==> config.mk <==
export PLATFORM = sky130hd
export DESIGN_NAME = dual_rc_pulse_width_capture
export DESIGN_NICKNAME = d
export VERILOG_FILES = /design/src/rtl/drpwc_pkg.sv /design/src/rtl/drpwc_phase.sv /design/src/rtl/drpwc_age.sv /design/src/rtl/dual_rc_pulse_width_capture.sv
export SDC_FILE = /design/constraint.sdc
export NUM_CORES = 1
export LEC_CHECK = 0
export ABC_AREA = 1
export BUFFER_PORTS_ARGS = -buffer_cell sky130_fd_sc_hd__buf_2
export CORE_MARGIN = 2
export CORE_UTILIZATION = 30
export CTS_CLUSTER_SIZE = 10
export DETAILED_ROUTE_END_ITERATION = 10
export HOLD_SLACK_MARGIN = 0.12
export PLACE_DENSITY_LB_ADDON = 0.1
export SLEW_MARGIN = 20
export SYNTH_ARGS = -nofsm -noshare
export SYNTH_HDL_FRONTEND = slang
export SYNTH_HIERARCHICAL = 1
export SYNTH_SLANG_ARGS = --single-unit
==> constraint.sdc <==
create_clock -name clk -period 7.25 [get_ports clk]
set_input_delay 1.0875 -clock clk [delete_from_list [all_inputs] [get_ports clk]]
set_output_delay 1.0875 -clock clk [all_outputs]
set_load 0.02 [all_outputs]
==> src/rtl/drpwc_pkg.sv <==
package drpwc_pkg;

  localparam int WIDTH_BITS_DEF = 16;
  localparam int OUT_WIDTH_BITS = 16;
  localparam int AGE_BITS = 24;

  localparam logic [OUT_WIDTH_BITS-1:0] RESET_WIDTH = 16'd1500;
  localparam logic [AGE_BITS-1:0] AGE_MAX = 24'hFFFFFF;
  localparam logic [AGE_BITS-1:0] FAIL_SAFE_RESET = 24'd100000;

  typedef struct packed {
    logic ch1_level;
    logic ch2_level;
  } in_word_t;

  typedef struct packed {
    logic [OUT_WIDTH_BITS-1:0] width_ch1;
    logic [OUT_WIDTH_BITS-1:0] width_ch2;
    logic                      capture_done;
    logic                      done_channel;
    logic                      fail_safe;
  } out_word_t;

  // Capture event of the word under work, phase machine to age tracker.
  typedef struct packed {
    logic done;
    logic channel;
  } capture_t;

endpackage

==> src/rtl/drpwc_phase.sv <==
module drpwc_phase #(
  parameter int WIDTH_BITS = drpwc_pkg::WIDTH_BITS_DEF
) (
  input  logic                                  clk,
  input  logic                                  rst,
  input  logic                                  advance,
  input  drpwc_pkg::in_word_t                   word,
  output logic [drpwc_pkg::OUT_WIDTH_BITS-1:0]  width_ch1_next,
  output logic [drpwc_pkg::OUT_WIDTH_BITS-1:0]  width_ch2_next,
  output drpwc_pkg::capture_t                   capture
);
  import drpwc_pkg::*;

  typedef enum logic [1:0] {
    WAIT_CH1,
    HIGH_CH1,
    WAIT_CH2,
    HIGH_CH2
  } phase_t;

  localparam logic [WIDTH_BITS-1:0] COUNT_MAX = {WIDTH_BITS{1'b1}};
  localparam logic [WIDTH_BITS-1:0] COUNT_ONE = WIDTH_BITS'(1);

  phase_t                    phase, phase_next;
  logic [1:0]                prev_levels;
  logic [WIDTH_BITS-1:0]     pulse_counter, pulse_counter_next, counter_bumped;
  logic [OUT_WIDTH_BITS-1:0] width_ch1, width_ch2;

  assign counter_bumped = (pulse_counter == COUNT_MAX) ? COUNT_MAX
                                                       : pulse_counter + COUNT_ONE;

  always_comb begin
    phase_next         = phase;
    pulse_counter_next = pulse_counter;
    width_ch1_next     = width_ch1;
    width_ch2_next     = width_ch2;
    capture            = '0;
    case (phase)
      WAIT_CH1: begin
        if (word.ch1_level && !prev_levels[0]) begin
          pulse_counter_next = COUNT_ONE;
          phase_next         = HIGH_CH1;
        end
      end
      HIGH_CH1: begin
        if (!word.ch1_level && prev_levels[0]) begin
          width_ch1_next = OUT_WIDTH_BITS'(pulse_counter);
          capture.done   = 1'b1;
          phase_next     = WAIT_CH2;
        end else begin
          pulse_counter_next = counter_bumped;
        end
      end
      WAIT_CH2: begin
        if (word.ch2_level && !prev_levels[1]) begin
          pulse_counter_next = COUNT_ONE;
          phase_next         = HIGH_CH2;
        end
      end
      HIGH_CH2: begin
        if (!word.ch2_level && prev_levels[1]) begin
          width_ch2_next  = OUT_WIDTH_BITS'(pulse_counter);
          capture.done    = 1'b1;
          capture.channel = 1'b1;
          phase_next      = WAIT_CH1;
        end else begin
          pulse_counter_next = counter_bumped;
        end
      end
      default: begin
        phase_next = WAIT_CH1;
      end
    endcase
  end

  always_ff @(posedge clk) begin
    if (rst) begin
      phase         <= WAIT_CH1;
      prev_levels   <= '0;
      pulse_counter <= '0;
      width_ch1     <= RESET_WIDTH;
      width_ch2     <= RESET_WIDTH;
    end else if (advance) begin
      phase         <= phase_next;
      prev_levels   <= {word.ch2_level, word.ch1_level};
      pulse_counter <= pulse_counter_next;
      width_ch1     <= width_ch1_next;
      width_ch2     <= width_ch2_next;
    end
  end

endmodule

==> src/rtl/drpwc_age.sv <==
module drpwc_age (
  input  logic                            clk,
  input  logic                            rst,
  input  logic                            advance,
  input  drpwc_pkg::capture_t             capture,
  input  logic                            cfg_write,
  input  logic [drpwc_pkg::AGE_BITS-1:0]  cfg_data,
  output logic                            fail_safe_next
);
  import drpwc_pkg::*;

  logic [AGE_BITS-1:0] fail_safe_ticks;
  logic [AGE_BITS-1:0] capture_age, capture_age_next;

  always_comb begin
    if (capture.done) begin
      capture_age_next = '0;
    end else if (capture_age != AGE_MAX) begin
      capture_age_next = capture_age + AGE_BITS'(1);
    end else begin
      capture_age_next = capture_age;
    end
  end

  assign fail_safe_next = capture_age_next > fail_safe_ticks;

  always_ff @(posedge clk) begin
    if (rst) begin
      fail_safe_ticks <= FAIL_SAFE_RESET;
    end else if (cfg_write) begin
      fail_safe_ticks <= cfg_data;
    end
  end

  always_ff @(posedge clk) begin
    if (rst) begin
      capture_age <= '0;
    end else if (advance) begin
      capture_age <= capture_age_next;
    end
  end

endmodule

==> src/rtl/dual_rc_pulse_width_capture.sv <==
// Channel  | Direction | Handshake            | Payload
// ---------+-----------+----------------------+-------------------------------
// in       | input     | in_valid / in_stall  | in_data  (ch1/ch2 pin levels)
// out      | output    | out_valid / out_stall| out_data (widths, done, fail)
// cfg      | input     | cfg_write            | cfg_data (fail_safe_ticks)
//
// One word is taken every cycle while in_stall is low; the input register takes
// it when it is accepted and the result register takes it from there, so its
// result word shows once it has passed through both registers.
// The phase machine, shared pulse counter and age counter are all one-step
// updates, so the result register is the only thing that paces the block.
// rst is synchronous: phase to wait for channel 1, widths to 1500, age to 0,
// fail_safe_ticks to 100000, both registers empty.
// out_stall holds the result word; an empty input register still takes one
// more word before in_stall rises.
module dual_rc_pulse_width_capture #(
  parameter int WIDTH_BITS = drpwc_pkg::WIDTH_BITS_DEF
) (
  input  logic                            clk,
  input  logic                            rst,
  input  logic                            in_valid,
  output logic                            in_stall,
  input  drpwc_pkg::in_word_t             in_data,
  output logic                            out_valid,
  input  logic                            out_stall,
  output drpwc_pkg::out_word_t            out_data,
  input  logic                            cfg_write,
  input  logic [drpwc_pkg::AGE_BITS-1:0]  cfg_data
);
  import drpwc_pkg::*;

  // Input register.
  logic     s1_valid;
  in_word_t s1_data;

  // Handshake control.
  logic out_free;   // result register can take a new word this cycle
  logic advance;    // input register word moves into the result register
  logic accept;

  // Combinational results of the word in the input register.
  logic [OUT_WIDTH_BITS-1:0] width_ch1_next, width_ch2_next;
  capture_t                  capture;
  logic                      fail_safe_next;

  assign out_free = !out_valid || !out_stall;
  assign advance  = s1_valid && out_free;
  assign in_stall = s1_valid && !out_free;
  assign accept   = in_valid && !in_stall;

  // Phase machine: edge detect, shared counter, held widths.
  drpwc_phase #(
    .WIDTH_BITS (WIDTH_BITS)
  ) u_phase (
    .clk            (clk),
    .rst            (rst),
    .advance        (advance),
    .word           (s1_data),
    .width_ch1_next (width_ch1_next),
    .width_ch2_next (width_ch2_next),
    .capture        (capture)
  );

  // Age since last capture and the fail-safe compare.
  drpwc_age u_age (
    .clk            (clk),
    .rst            (rst),
    .advance        (advance),
    .capture        (capture),
    .cfg_write      (cfg_write),
    .cfg_data       (cfg_data),
    .fail_safe_next (fail_safe_next)
  );

  // Valid bits: refill the input register whenever it is not held, load the
  // result register whenever it is free.
  always_ff @(posedge clk) begin
    if (rst) begin
      s1_valid  <= 1'b0;
      out_valid <= 1'b0;
    end else begin
      if (!in_stall) begin
        s1_valid <= in_valid;
      end
      if (out_free) begin
        out_valid <= advance;
      end
    end
  end

  // Payload registers: no reset needed.
  always_ff @(posedge clk) begin
    if (accept) begin
      s1_data <= in_data;
    end
    if (advance) begin
      out_data.width_ch1    <= width_ch1_next;
      out_data.width_ch2    <= width_ch2_next;
      out_data.capture_done <= capture.done;
      out_data.done_channel <= capture.channel;
      out_data.fail_safe    <= fail_safe_next;
    end
  end

endmodule

==> results.md, run 1 <==
- The run finished with clean final reports.
- The max-capacitance violation count is 0.
- Timing analysis after detailed placement gives a worst setup slack of roughly 3.9 ns.
- The global router's overall resource usage is around 15%.
- Setup violations remaining at the end of the flow were counted as 0.
- Before antenna repair, the detailed router went through 5 iterations.
- Counting flops and latches in the post-synthesis netlist gives roughly 140.
- The kind of critical path is flip-flop to flip-flop.
- The share of the Yosys chip area taken by registers is 42.6%.
- The net count of the finished layout is about 1,100.
- For this design, the sink count on the clock tree is ~140.
- The commonest cells after synthesis are sky130_fd_sc_hd__nand2_1 (219), sky130_fd_sc_hd__inv_1 (120), sky130_fd_sc_hd__dfxtp_1 (102).
- Global routing finished with a remaining overflow of 0.
- The number of synthesized flops with an enable pin is 37.
- After synthesis, the largest area contributor takes up around 28% of total cell area.
- Cell internal power was estimated by the tool at about 1.4 mW.
- The switching power is between 0.5 and 0.6 mW.
- The count of final hold-check violations was 0.
- The worst setup path is launched from a flip-flop.
- The fraction of synthesis flops using an asynchronous set or reset pin is 0%.
- In this run the vertical extent of the chip is approximately 160 µm.
- The number of nets in the synthesized netlist is approximately 1,000.
- The total area inside the core boundary comes to around 24,000 µm².
- Of the total power, combinational logic draws a little over a tenth.
- The insertion delay of the later-clocked pin in the worst-skew pair is 0.42 ns.
- The mean instance size in the synthesized netlist is 7.56 µm².
- The number of buffers on the longest clock path is 2.
- In this run, distinct cell masters in the synthesized netlist total 33.
- The relative contribution of sequential cells to total power is 44.5%.
- The clock root buffer is sky130_fd_sc_hd__clkbuf_16.
- The floorplan step defined a die boundary enclosing 26,000 µm².
- The number of fillers in the final layout is ~2,600.
- In the routed design, unresolved DRC markers number 0.
- The buffers inserted during post-CTS setup optimization is 0.
- Clock-pin slew was measured on the worst setup and hold paths at around 0.070 ns.
- During synthesis, Yosys emitted a total of 6 warnings.
- The most used flip-flop cell after synthesis is sky130_fd_sc_hd__dfxtp_1.
- The clock share of power is ~45%.
- Setup slack on the critical path of the routed design comes to around 4.0 ns.
- The post-DP HPWL is about 13,000 µm.
- The category of the worst setup path capture point is a flip-flop.
- The count of nets left with antenna violations once routing finished came out at 0.
- The TritonCTS clock tree is yes.
- Routability-driven placement finished with a final weighted congestion of roughly 0.82.
- Entering global routing, the biggest net connects 81 pins.
- In this run the tightest slew margin relative to its limit is 30.4%.
- The total number of H-tree levels is 4.
- Summed over all instances, the cell type with the most area after synthesis is sky130_fd_sc_hd__dfxtp_1.
- By area the synthesized netlist is led by sky130_fd_sc_hd__dfxtp_1 (28%), sky130_fd_sc_hd__edfxtp_1 (15%), sky130_fd_sc_hd__nand2_1 (11%), sky130_fd_sc_hd__o21ai_0 (6.4%), sky130_fd_sc_hd__inv_1 (6.1%).
- The most common cell in the synthesized netlist is sky130_fd_sc_hd__nand2_1.
- The floorplan has 57 rows.
- The area of all sequential standard cells is 3150 µm².
- The average detailed-routed wire length per instance is between 10 and 15 µm.
- For this run, the top clock speed supported by timing is approximately 310 MHz.
- Power spread over the standard cell area amounts to around 230 nW/µm².
- The switching part of the total is 27.1%.
- The first-iteration detailed-routing DRC count is between 200 and 300.
- The number of global-route vias before repair is roughly 6,000.
- Traced cell by cell, the critical path runs through inv_1, ha_1, nand2_4, nand2_2, inv_1, nand2_1, inv_1, ha_1, nand2_1, nor3_1, nand3_1, nor3b_1, nor2_1.
- The total clock buffers created by CTS is 17.
- The initial standard-cell utilization of the core is between 30% and 40%.
- The path type of the worst min-delay path is flip-flop to flip-flop.
- The smallest clock period supported by the final layout is computed as approximately 3.2 ns.
- The ratio of routed vias to standard cells is 4.50.
- The end-of-flow core utilization is approximately 35%.
- The total count of max-transition violations in the final report is 0.
- VDD sags by at most a little over 0.0001 V.
- The number of instances resized during post-cts repair is 0.
- The final route contains 6,147 vias.
- For the worst setup path, the data required time is around 7.4 ns.
- For this design, the slowest cell found on the critical path is sky130_fd_sc_hd__inv_1.
- Setup repair after global routing left no endpoint under its margin.
- The delay contributed by the slowest stage of the critical path is 0.64 ns.
- The die width is 161 µm.
- The wire length of the first global-routing pass is 30,700 µm.
- In this run the tool buffered the top-level ports with 67 buffer cells.
- The part of the cycle the worst path needs is between 40% and 50%.
- The post-route netlist has around a fifth of its cells at a drive strength greater than 1.
- The cell count after synthesis came out at 980.
- The total power of the final layout is 1.95 mW.
- The multi-input logic area is 3600 µm².
- For this design the static power due to leakage is approximately 3.9 nW.
- The I/O pin count is between 60 and 70.
- The final routed wirelength across all metal layers is between 15,000 and 20,000 µm.
- In this run the worst path has a maximum fanout of 33.
- At the worst endpoint, the arrival time is 3.41 ns.
- For the final routed database, the setup TNS stands at 0 ns.
- At the pin with the least slew margin, the transition time is 1.04 ns.
- After synthesis the cells add up to about 7400 µm².
- The number of antenna violations at the first check in global routing was 0.
- For the final database, setup skew stands at approximately 0.014 ns.
- After clock tree synthesis, the flow added hold-fix buffers numbering 0.
- The cell occurring most often along the worst timing path is sky130_fd_sc_hd__inv_1.
- The area added between synthesis and finish is 15.9%.
- The number of inserted diodes is 0.
logic make-up (layout without fill, tap and decap cells):
logic type	count (synthesis)	count (layout)	synth area share (%)
flops	139	139	42.6
buf+inv	167	229	9.04
fa+ha+maj	31	31	5.24
simple gates	421	421	26.5
xor+xnor	7	7	0.828
compound gates	215	215	15.9
cell type report:
class | count | area share (%)
Sequential cell | 139 | 36.7
Inverter | 126 | 5.51
Clock buffer | 20 | 5.45
Timing Repair Buffer | 71 | 4.26
Multi-Input combinational cell | 674 | 41.9
Tap cell | 324 | 4.72
Clock inverter | 12 | 1.41
per-stage QoR:
stage | hold slack (ns) | cells | cell area [µm²]
3_3_place_gp | 0.450 | 1334 | 7990
4_1_cts | 0.466 | 1366 | 8580
6_report | 0.464 | 1366 | 8580
2_1_floorplan | 0.435 | 980 | 7410
3_5_place_dp | 0.457 | 1334 | 7990
5_1_grt | 0.492 | 1366 | 8580
power by group through the flow:
stage	combinational (mW)	clock [mW]	sequential (mW)
floorplan	0.137	0	0.891
global placement	0.206	0	0.887
detailed placement	0.205	0	0.887
CTS	0.207	0.910	0.870
global route	0.235	0.940	0.875
finish	0.202	0.882	0.870
final timing paths:
kind / slack, ns / start / cells after the start / to
worst max-delay path: 4.01 / u_phase/phase[1] / 13 / out_data[0]
worst min-delay path: 0.46 / u_phase/width_ch1[2] / 2 / u_phase/width_ch1[2]
worst max register to register: 4.01 / u_phase/phase[1] / 13 / out_data[0]
worst min register to register: 0.46 / u_phase/width_ch1[2] / 2 / u_phase/width_ch1[2]
state kept, by name, indices dropped and copies added, names as in the netlist, 16 cells and up:
| signal | count |
|---|---|
| u_phase/pulse_counter | 16 |
| u_age/fail_safe_ticks | 24 |
| u_phase/width_ch2 | 16 |
| u_phase/width_ch1 | 16 |
| out_data | 35 |
| u_age/capture_age | 24 |
cells in the final DEF (no fill, tap or decap), types with 4 or more instances in the layout:
cell type                   Yosys  final
sky130_fd_sc_hd__a21oi_1       78     77
sky130_fd_sc_hd__a21oi_2       25     25
sky130_fd_sc_hd__buf_2          7     67
sky130_fd_sc_hd__buf_4          3      4
sky130_fd_sc_hd__clkbuf_16      0     18
sky130_fd_sc_hd__dfxtp_1      102    102
sky130_fd_sc_hd__edfxtp_1      37     37
sky130_fd_sc_hd__ha_1          31     31
sky130_fd_sc_hd__inv_1        120    119
sky130_fd_sc_hd__inv_2          4      5
sky130_fd_sc_hd__inv_6          0      6
sky130_fd_sc_hd__nand2_1      219    219
sky130_fd_sc_hd__nand2_2       16     16
sky130_fd_sc_hd__nand2_4        5      5
sky130_fd_sc_hd__nand3_1       35     35
sky130_fd_sc_hd__nand3_2       19     19
sky130_fd_sc_hd__nand4_1        9      9
sky130_fd_sc_hd__nor2_1        91     91
sky130_fd_sc_hd__nor2_2         7      7
sky130_fd_sc_hd__nor2_4         6      6
sky130_fd_sc_hd__o21ai_0       95     95
sky130_fd_sc_hd__o21ai_1       15     15
sky130_fd_sc_hd__or2_2          7      7
sky130_fd_sc_hd__xnor2_1        4      4
layer usage:
metal	vias up	track usage [%]	part of all wire (%)
met5	-	0	0
li1	3267	-	-
met3	10	2.95	2.4
met4	0	4.10	0.93
met1	2815	18.4	47
met2	55	26.4	50
worst max-delay path: cells and delay by family (launching register included):
kind	cells	cell delay (ns)
adders and majority gates	2	0.37
buffers and inverters	3	0.82
DFF	1	0.35
and+or+nand+nor	8	1.47
(Power assumes the default switching activity.)
==> run 2: changes to the inputs <==
--- a/config.mk
+++ b/config.mk
@@ -5,7 +5,7 @@
 export SDC_FILE = /design/constraint.sdc
 export NUM_CORES = 1
 export LEC_CHECK = 0
-export ABC_AREA = 1
+export ABC_AREA = 0
 export BUFFER_PORTS_ARGS = -buffer_cell sky130_fd_sc_hd__buf_2
 export CORE_MARGIN = 2
 export CORE_UTILIZATION = 30
==> constraint.sdc (replaced) <==
create_clock -name clk -period 3.32 [get_ports clk]
set_input_delay 0.498 -clock clk [delete_from_list [all_inputs] [get_ports clk]]
set_output_delay 0.498 -clock clk [all_outputs]
set_load 0.02 [all_outputs]
==> run 2 against run 1 <==
Effect of this change:
- clock skew is 0.0040 ns lower
- synthesized area is 0.44% lower
- design area is 2.9% higher
- flip-flop and latch count stayed put
- setup slack worse by 3.9 ns
- clock power is 130% higher
- wire length hardly changed
- via count is 2.9% lower
- critical path depth is 1 lower
- total power is 120% higher
- sequential share of layout area is 0.98 points lower
- core utilization is 1.0 points higher
- critical path type unchanged
- largest cell class unchanged
- highest routed layer unchanged
==> results.md, run 2 <==
- The number of nets in the final layout is ~900.
- The insertion delay of the later-clocked pin in the worst-skew pair is roughly 0.42 ns.
- The average detailed-routed wire length per instance is 15.9 µm.
- The power density over the cells is 477 nW/µm².
- The final routed wirelength across all metal layers is ~19,000 µm.
- Counting flops with a built-in enable in the synthesized netlist gives 37.
- The clock share of power is just under 50%.
- The I/O pin count is 68.
- The critical path starts at u_age/capture_age[4].
- Sequential elements use between 40 and 50% of the synthesized area.
- After clock tree synthesis, the clock-pin slew on the worst setup and hold paths is ~0.060 ns.
- The total power of the final layout is 4.21 mW.
- The number of hold-repair buffers added at the cts stage is 0.
- Cell internal power was estimated by the tool at 3.20 mW.
- The wire length of the first global-routing pass is 30,600 µm.
- IR analysis of the VDD net gives a maximum drop of roughly 0.00028 V.
- At the pin with the least slew margin, the transition time is between 0.7 and 0.8 ns.
- The count of final hold-check violations was 0.
- After layout, the worst path uses 96.6% of the clock period.
- Among all flip-flop cells after synthesis, the most frequent one is sky130_fd_sc_hd__dfxtp_1.
- The floorplan step defined a die boundary enclosing between 20,000 and 30,000 µm².
- The pin count of the biggest net entering global routing is just under 70.
- The final critical delay including setup and external delays is roughly 3.2 ns.
- The startpoint identified for the worst register-to-register timing path is u_age/capture_age[4].
- The floorplan step set the die height to between 150 and 200 µm.
- The kind of critical path is flip-flop to flip-flop.
- In the final layout, the registers with the most flip-flops are out_data (35), u_age/capture_age (24), u_age/fail_safe_ticks (24).
- Timing would allow up to roughly 310 MHz.
- The path type of the worst min-delay path is input port to flip-flop.
- Max-cap violations in this run came to 0.
- The switching power is about 1.0 mW.
- The core box area is roughly 24,000 µm².
- Once detail routing completed, the nets flagged for antenna violations numbered 0.
- The global route total overflow is 0.
- The number of global-route vias before repair is about 5,900.
- The clock drives ~140 sinks.
- The fraction of synthesis flops using an asynchronous set or reset pin is 0%.
- Including well taps, the total number of placed cells is around 1,200.
- The number of nets handed over by synthesis was 849.
- Setup violations remaining at the end of the flow were counted as 0.
- The clock root buffer is sky130_fd_sc_hd__clkbuf_16.
- The worst hold path terminates at s1_data[1].
- The logic gate share of total power is under 10%.
- In this run the critical register-to-register path is captured at out_data[0].
- The number of antenna violations at the first check in global routing is 0.
- Net switching is ~24% of the power.
- The detailed router placed 5,967 vias in this run.
- The largest fanout of any net on the critical path is 8.
- By count the netlist is led by sky130_fd_sc_hd__dfxtp_1 (102), sky130_fd_sc_hd__nor2_1 (88), sky130_fd_sc_hd__nand2_1 (68).
- More flip-flops sit in one register than any other, and that register is out_data.
- TritonCTS built the clock tree.
- The number of placement rows is 57.
- STA classifies the critical path startpoint as a flip-flop.
- Leaving out fill and tap cells, the most frequent cell in the layout is sky130_fd_sc_hd__dfxtp_1.
- The number of clock buffers added by TritonCTS is 17.
- The total count of max-transition violations in the final report is 0.
- The largest area contributor in the synthesized netlist is sky130_fd_sc_hd__dfxtp_1.
- The ratio of routed vias to standard cells is 5.00.
- Hold timing on the final database bottoms out at a slack of approximately 0.26 ns.
- The flow ran to the end, and the final reports show no timing, DRC or antenna violations.
- Yosys attributes the largest share of cell area to sky130_fd_sc_hd__dfxtp_1 (28%), sky130_fd_sc_hd__edfxtp_1 (15%), sky130_fd_sc_hd__mux2i_1 (5.6%), sky130_fd_sc_hd__ha_1 (5.3%), sky130_fd_sc_hd__nor2_1 (4.5%).
- During synthesis, Yosys emitted a total of 6 warnings.
- The leakage dissipation is ~3.5 nW.
- At the worst endpoint, the required time is between 3 and 4 ns.
- Yosys instantiated no cell more often than sky130_fd_sc_hd__dfxtp_1.
- The die width is around 160 µm.
- Once the floorplan was initialized, standard cells occupied a little under a third of the core.
- The share of the synthesized area in the top cell type is between 20% and 30%.
- After synthesis the cells add up to 7370 µm².
- The longest clock path from root to sink contains 2 buffers.
- Excluding fillers, the count of instances in the completed layout stands at 1,194.
- The total number of H-tree levels is 4.
- Clock skew on the completed layout was measured at 0.00962 ns.
- Along the worst hold path, the cell count comes to 1.
- The number of antenna diodes in the final layout is 0.
- The post-synthesis cell type count is 76.
- The share of cells above drive strength 1 is between 20% and 30%.
- The mean instance size in the synthesized netlist is approximately 9.4 µm².
- The worst pin sits at a relative slew slack of 52.4%.
- The startpoint identified for the worst hold timing path is in_data[1].
- For the worst setup path, the data arrival time is about 3.5 ns.
- The post-DP HPWL is between 10,000 and 15,000 µm.
- The final weighted congestion in routability-driven placement is around 0.9.
- After routing, the total negative slack on setup checks comes to 0 ns.
- Compared with the post-synthesis result, the final layout area differs by 19.8%.
- The synthesized flop and latch total is 139.
- The number of detailed-routing iterations run before antenna repair is 5.
- For the worst flop-to-flop path, the logic depth is 12.
- The detailed router finished its first iteration with approximately 360 violations.
- The category of the worst setup path capture point is a flip-flop.
- Port buffering added 67 buffers.
- The internal reg-to-reg setup slack is approximately 0.11 ns.
- The global router's overall resource usage is 14.7%.
- Registers are responsible for between 40% and 50% of the overall power.
- The synthesized instance count is ~790.
- The post-detailed-route DRC marker count is 0.
- Once layout is complete, the utilization of the core stands at between 30 and 40%.
- In the layout the commonest cells are sky130_fd_sc_hd__dfxtp_1 (99), sky130_fd_sc_hd__nor2_1 (88), sky130_fd_sc_hd__nand2_1 (68).
- The number of flip-flops in the largest register is 35.
-- run 2: layout make-up --
class | count | area [µm²]
fillers | 2469 | 15400
clock buffers | 18 | 429
multi-input cells | 554 | 3820
flip-flops and latches | 139 | 3160
repair buffers | 107 | 667
clock inverters | 14 | 210
inverters | 38 | 143
well taps | 324 | 405
-- run 2: kinds of logic (layout without fill, tap and decap cells) --
kind of cell               after synthesis  count (layout)  share of synthesized area [%]
DFF                                    139             139                           42.8
adders and majority gates               31              31                           5.26
and+or+nand+nor                        285             285                           20.2
xor gates and xnor gates                16              16                           1.90
muxes                                   67              67                           9.54
buffers and inverters                   94             177                           6.21
AOI/OAI and AO/OA                      155             155                           14.2
-- run 2: power by group through the flow --
stage / clock (mW) / combinational [mW] / sequential, mW
after global routing: 2.21 / 0.355 / 1.83
after CTS: 2.13 / 0.312 / 1.82
after floorplan: 0 / 0.193 / 1.88
final: 2.07 / 0.322 / 1.82
after detailed placement: 0 / 0.310 / 1.86
after global placement: 0 / 0.302 / 1.86
-- run 2: critical path: stages (launching register included) --
cell and delay [ns]:
sky130_fd_sc_hd__dfxtp_1 0.50, sky130_fd_sc_hd__nand4_4 0.18, sky130_fd_sc_hd__or4_4 0.58, sky130_fd_sc_hd__buf_6 0.15
sky130_fd_sc_hd__o21ai_4 0.21, sky130_fd_sc_hd__xor2_1 0.18, sky130_fd_sc_hd__nor2_1 0.06, sky130_fd_sc_hd__ha_1 0.30
sky130_fd_sc_hd__nand4_1 0.16, sky130_fd_sc_hd__buf_4 0.19, sky130_fd_sc_hd__nor4_4 0.26, sky130_fd_sc_hd__o31a_1 0.17
sky130_fd_sc_hd__o21a_1 0.12
-- run 2: repair_timing --
item                                    in CTS  in global routing
gates resized for setup                      1                 11
pin swaps                                    0                 11
buffers inserted                             0                  8
endpoints found under the setup margin       1                  1
-- run 2: per-layer routing --
metal | vias to the layer above | global-route usage [%] | part of all wire [%]
met5 | - | 0 | 0
met2 | 157 | 25.0 | 48
met1 | 2807 | 18.6 | 46
met4 | 0 | 4.99 | 1.8
li1 | 2985 | - | -
met3 | 18 | 3.25 | 4.1
-- run 2: worst max-delay path by stage --
stage	to	cells past startpoint	slack [ns]
finish	out_data[0]	12	0.11
global route	out_data[0]	13	-0.001
CTS	out_data[0]	12	0.005
detailed placement	out_data[0]	12	-0.01
global placement	out_data[0]	13	0.17
floorplan	out_data[0]	13	0.19
-- run 2: through the flow --
stage / setup slack [ns] / instance area (µm²)
3_3_place_gp: 0.167 / 8080
6_report: 0.113 / 8830
3_5_place_dp: -0.0109 / 8080
4_1_cts: 0.00547 / 8720
5_1_grt: -0.00113 / 8830
2_1_floorplan: 0.190 / 7380
==> run 3: changes to the inputs <==
--- a/config.mk
+++ b/config.mk
@@ -6,7 +6,7 @@
 export NUM_CORES = 1
 export LEC_CHECK = 0
 export ABC_AREA = 0
-export BUFFER_PORTS_ARGS = -buffer_cell sky130_fd_sc_hd__buf_2
+export BUFFER_PORTS_ARGS = -buffer_cell sky130_fd_sc_hd__clkbuf_2
 export CORE_MARGIN = 2
 export CORE_UTILIZATION = 30
 export CTS_CLUSTER_SIZE = 10
==> run 3 against run 2 <==
Effect of this change:
- sequential power barely moved
- register-to-register slack improved by 0.08 ns
- combinational power fell by 5%
- critical path depth rose by 1
- clock skew barely moved
- hold slack got worse by 0.0079 ns
- critical path type unchanged
- critical endpoint unchanged
- largest power group unchanged
==> results.md, run 3 (synthesis gave the netlist of run 2 again) <==
- The flow ran to the end, and the final reports show no timing, DRC or antenna violations.
- The H-tree was split into 4 levels.
- The total clock sinks is 139.
- The maximum operating frequency is between 300 and 400 MHz.
- The max-capacitance violation count is 0.
- The count of buffers from port buffering is 67.
- The number of cells in the design after placement is approximately 1,200.
- The buffer and inverter count on the worst path is 2.
- The number of global-route vias before repair is roughly 5,800.
- TritonCTS built the clock tree.
- The most common cell after layout, fill and taps aside is sky130_fd_sc_hd__dfxtp_1.
- In the final layout, the registers with the most flip-flops are out_data (35), u_age/capture_age (24), u_age/fail_safe_ticks (24).
- In this run, post-CTS hold repair placed 0 buffers.
- The clock root buffer is sky130_fd_sc_hd__clkbuf_16.
- The pin count of the biggest net entering global routing is between 40 and 50.
- The average detailed-routed wire length per instance is 16.2 µm.
- The startpoint type of the worst setup path is a flip-flop.
- In the routed design, unresolved DRC markers number 0.
- The core box area is about 24,000 µm².
- The count of vias placed by the detailed router is 5,944.
- Traced cell by cell, the critical path runs through ha_1, nand4_1, buf_4, or2_2, nor4_2, buf_4, a31o_2, o21ba_2, ha_1, nand4_1, nor4_1, o31a_1, o21a_1.
- The part of the cycle the worst path needs is between 90% and 100%.
- Headroom to the max-slew limit came out at 46.7%.
- The number of flip-flops in the largest register is 35.
- The final weighted congestion in routability-driven placement is about 0.9.
- The number of buffers on the longest clock path is 2.
- Global routing used between 10% and 20% of the available tracks.
- The final critical delay including setup and external delays is about 3.1 ns.
- The register name with the most flops is out_data.
- The ratio of routed vias to standard cells is roughly 5.
- The insertion delay of the later-clocked pin in the worst-skew pair is 0.42 ns.
- The die width is roughly 160 µm.
- Once detailed placement completed, the half-perimeter wirelength came to 13,500 µm.
- The critical path data required time is around 3.6 ns.
- From synthesis to final layout, the design area changed by 18.3%.
- Summed over all cells, the static leakage comes to around 3.4 nW.
- The final clock skew is roughly 0.01 ns.
- The path class of the tightest hold or removal check is input port to flip-flop.
- The wire length of the first global-routing pass is ~31,000 µm.
- In the final layout, the share of cells above drive strength 1 is between 20 and 25%.
- The number of antenna violations at the first check in global routing is 0.
- The floorplan step defined a die boundary enclosing between 20,000 and 30,000 µm².
- The detail route stage leaves a number of antenna-violating nets equal to 0.
- Power spread over the standard cell area amounts to 476 nW/µm².
- The initial standard-cell utilization of the core is between 30% and 40%.
- The number of nets in the final layout is about 900.
- Pin placement for this block handled 68 I/O pins.
- The count of final hold-check violations is 0.
- The first-iteration detailed-routing DRC count is roughly 350.
- Across the VDD grid, the largest voltage drop is about 0.00024 V.
- Among cell families on the critical path, the largest total delay comes from simple AND/OR/NAND/NOR gates.
- Setup violations remaining at the end of the flow were counted as 0.
- The transition time at the pin with the least slew margin is 0.799 ns.
- The internal reg-to-reg setup slack is 0.19 ns.
- STA puts the critical path data arrival time at ~3.4 ns.
- The number of placement rows is 57.
- The number of inserted diodes is 0.
- The number of detailed-routing iterations run before antenna repair is 7.
- The final instance area is roughly 8700 µm².
- Counting the buffers created by CTS gives 17.
- The critical path is of the flip-flop to flip-flop type.
- The cell type of the slowest stage on the worst timing path is sky130_fd_sc_hd__dfxtp_2.
- Along the worst path, the maximum fanout reaches 5.
- The post-place instance area is approximately 8000 µm².
- The die outline height is 161 µm.
- The delay contributed by the slowest stage of the critical path is roughly 0.36 ns.
- Leaving out fill and tap cells, the most frequent cells in the layout are sky130_fd_sc_hd__dfxtp_1 (97), sky130_fd_sc_hd__nor2_1 (88), sky130_fd_sc_hd__nand2_1 (68).
- The count of cells in the finished layout, fillers not included, comes to approximately 1,200.
- The worst setup path is captured at a flip-flop.
- The total count of max-transition violations in the final report is 0.
- The end-of-flow core utilization is between 30% and 40%.
- The global route total overflow is 0.
- The final layout contains routed wiring with a total length of 19,200 µm.
- After clock tree synthesis, the clock-pin slew on the worst setup and hold paths is roughly 0.07 ns.
-- run 3: metrics by stage --
step                      TNS [ns]  power, mW  hold WS, ns  setup slack (ns)
after global routing      -0.00670       4.34        0.238          -0.00670
after global placement           0       2.16        0.466             0.165
final                            0       4.15        0.255             0.194
after CTS                        0       4.23        0.235            0.0956
after detailed placement         0       2.17        0.476             0.115
after floorplan                  0       2.07        0.454             0.190
-- run 3: layer usage --
metal,routed length [µm],GRT usage (%),part of all wire [%]
met5,0,0,0
met4,266,4.34,1.4
met3,737,3.31,3.8
met2,9040,25.3,47
met1,9140,20.3,48
-- run 3: path summary, 6_finish.rpt --
check	start	to	cells past startpoint
max	u_age/capture_age[1]	out_data[0]	13
min	in_data[1]	s1_data[1]	1
max reg2reg	u_age/capture_age[1]	out_data[0]	13
min reg2reg	u_phase/width_ch1[5]	u_phase/width_ch1[5]	2
-- run 3: cell type report --
| cell class | count | area (µm²) |
|---|---|---|
| multi-input cells | 554 | 3810 |
| fillers | 2551 | 15500 |
| repair buffers | 100 | 586 |
| inverters | 38 | 143 |
| well taps | 324 | 405 |
| flip-flops and latches | 139 | 3160 |
| clock buffers | 19 | 443 |
| clock inverters | 13 | 178 |
-- run 3: where the power goes --
part	internal, mW	switching, mW	total [mW]
clock	1.23	0.799	2.02
combinational	0.114	0.191	0.306
sequential	1.80	0.0265	1.82
total	3.14	1.02	4.15
-- run 3: timing repair --
action                     4_1_cts  5_1_grt
setup endpoints to repair        0        1
gates resized for setup          0       11
setup buffers                    0        3
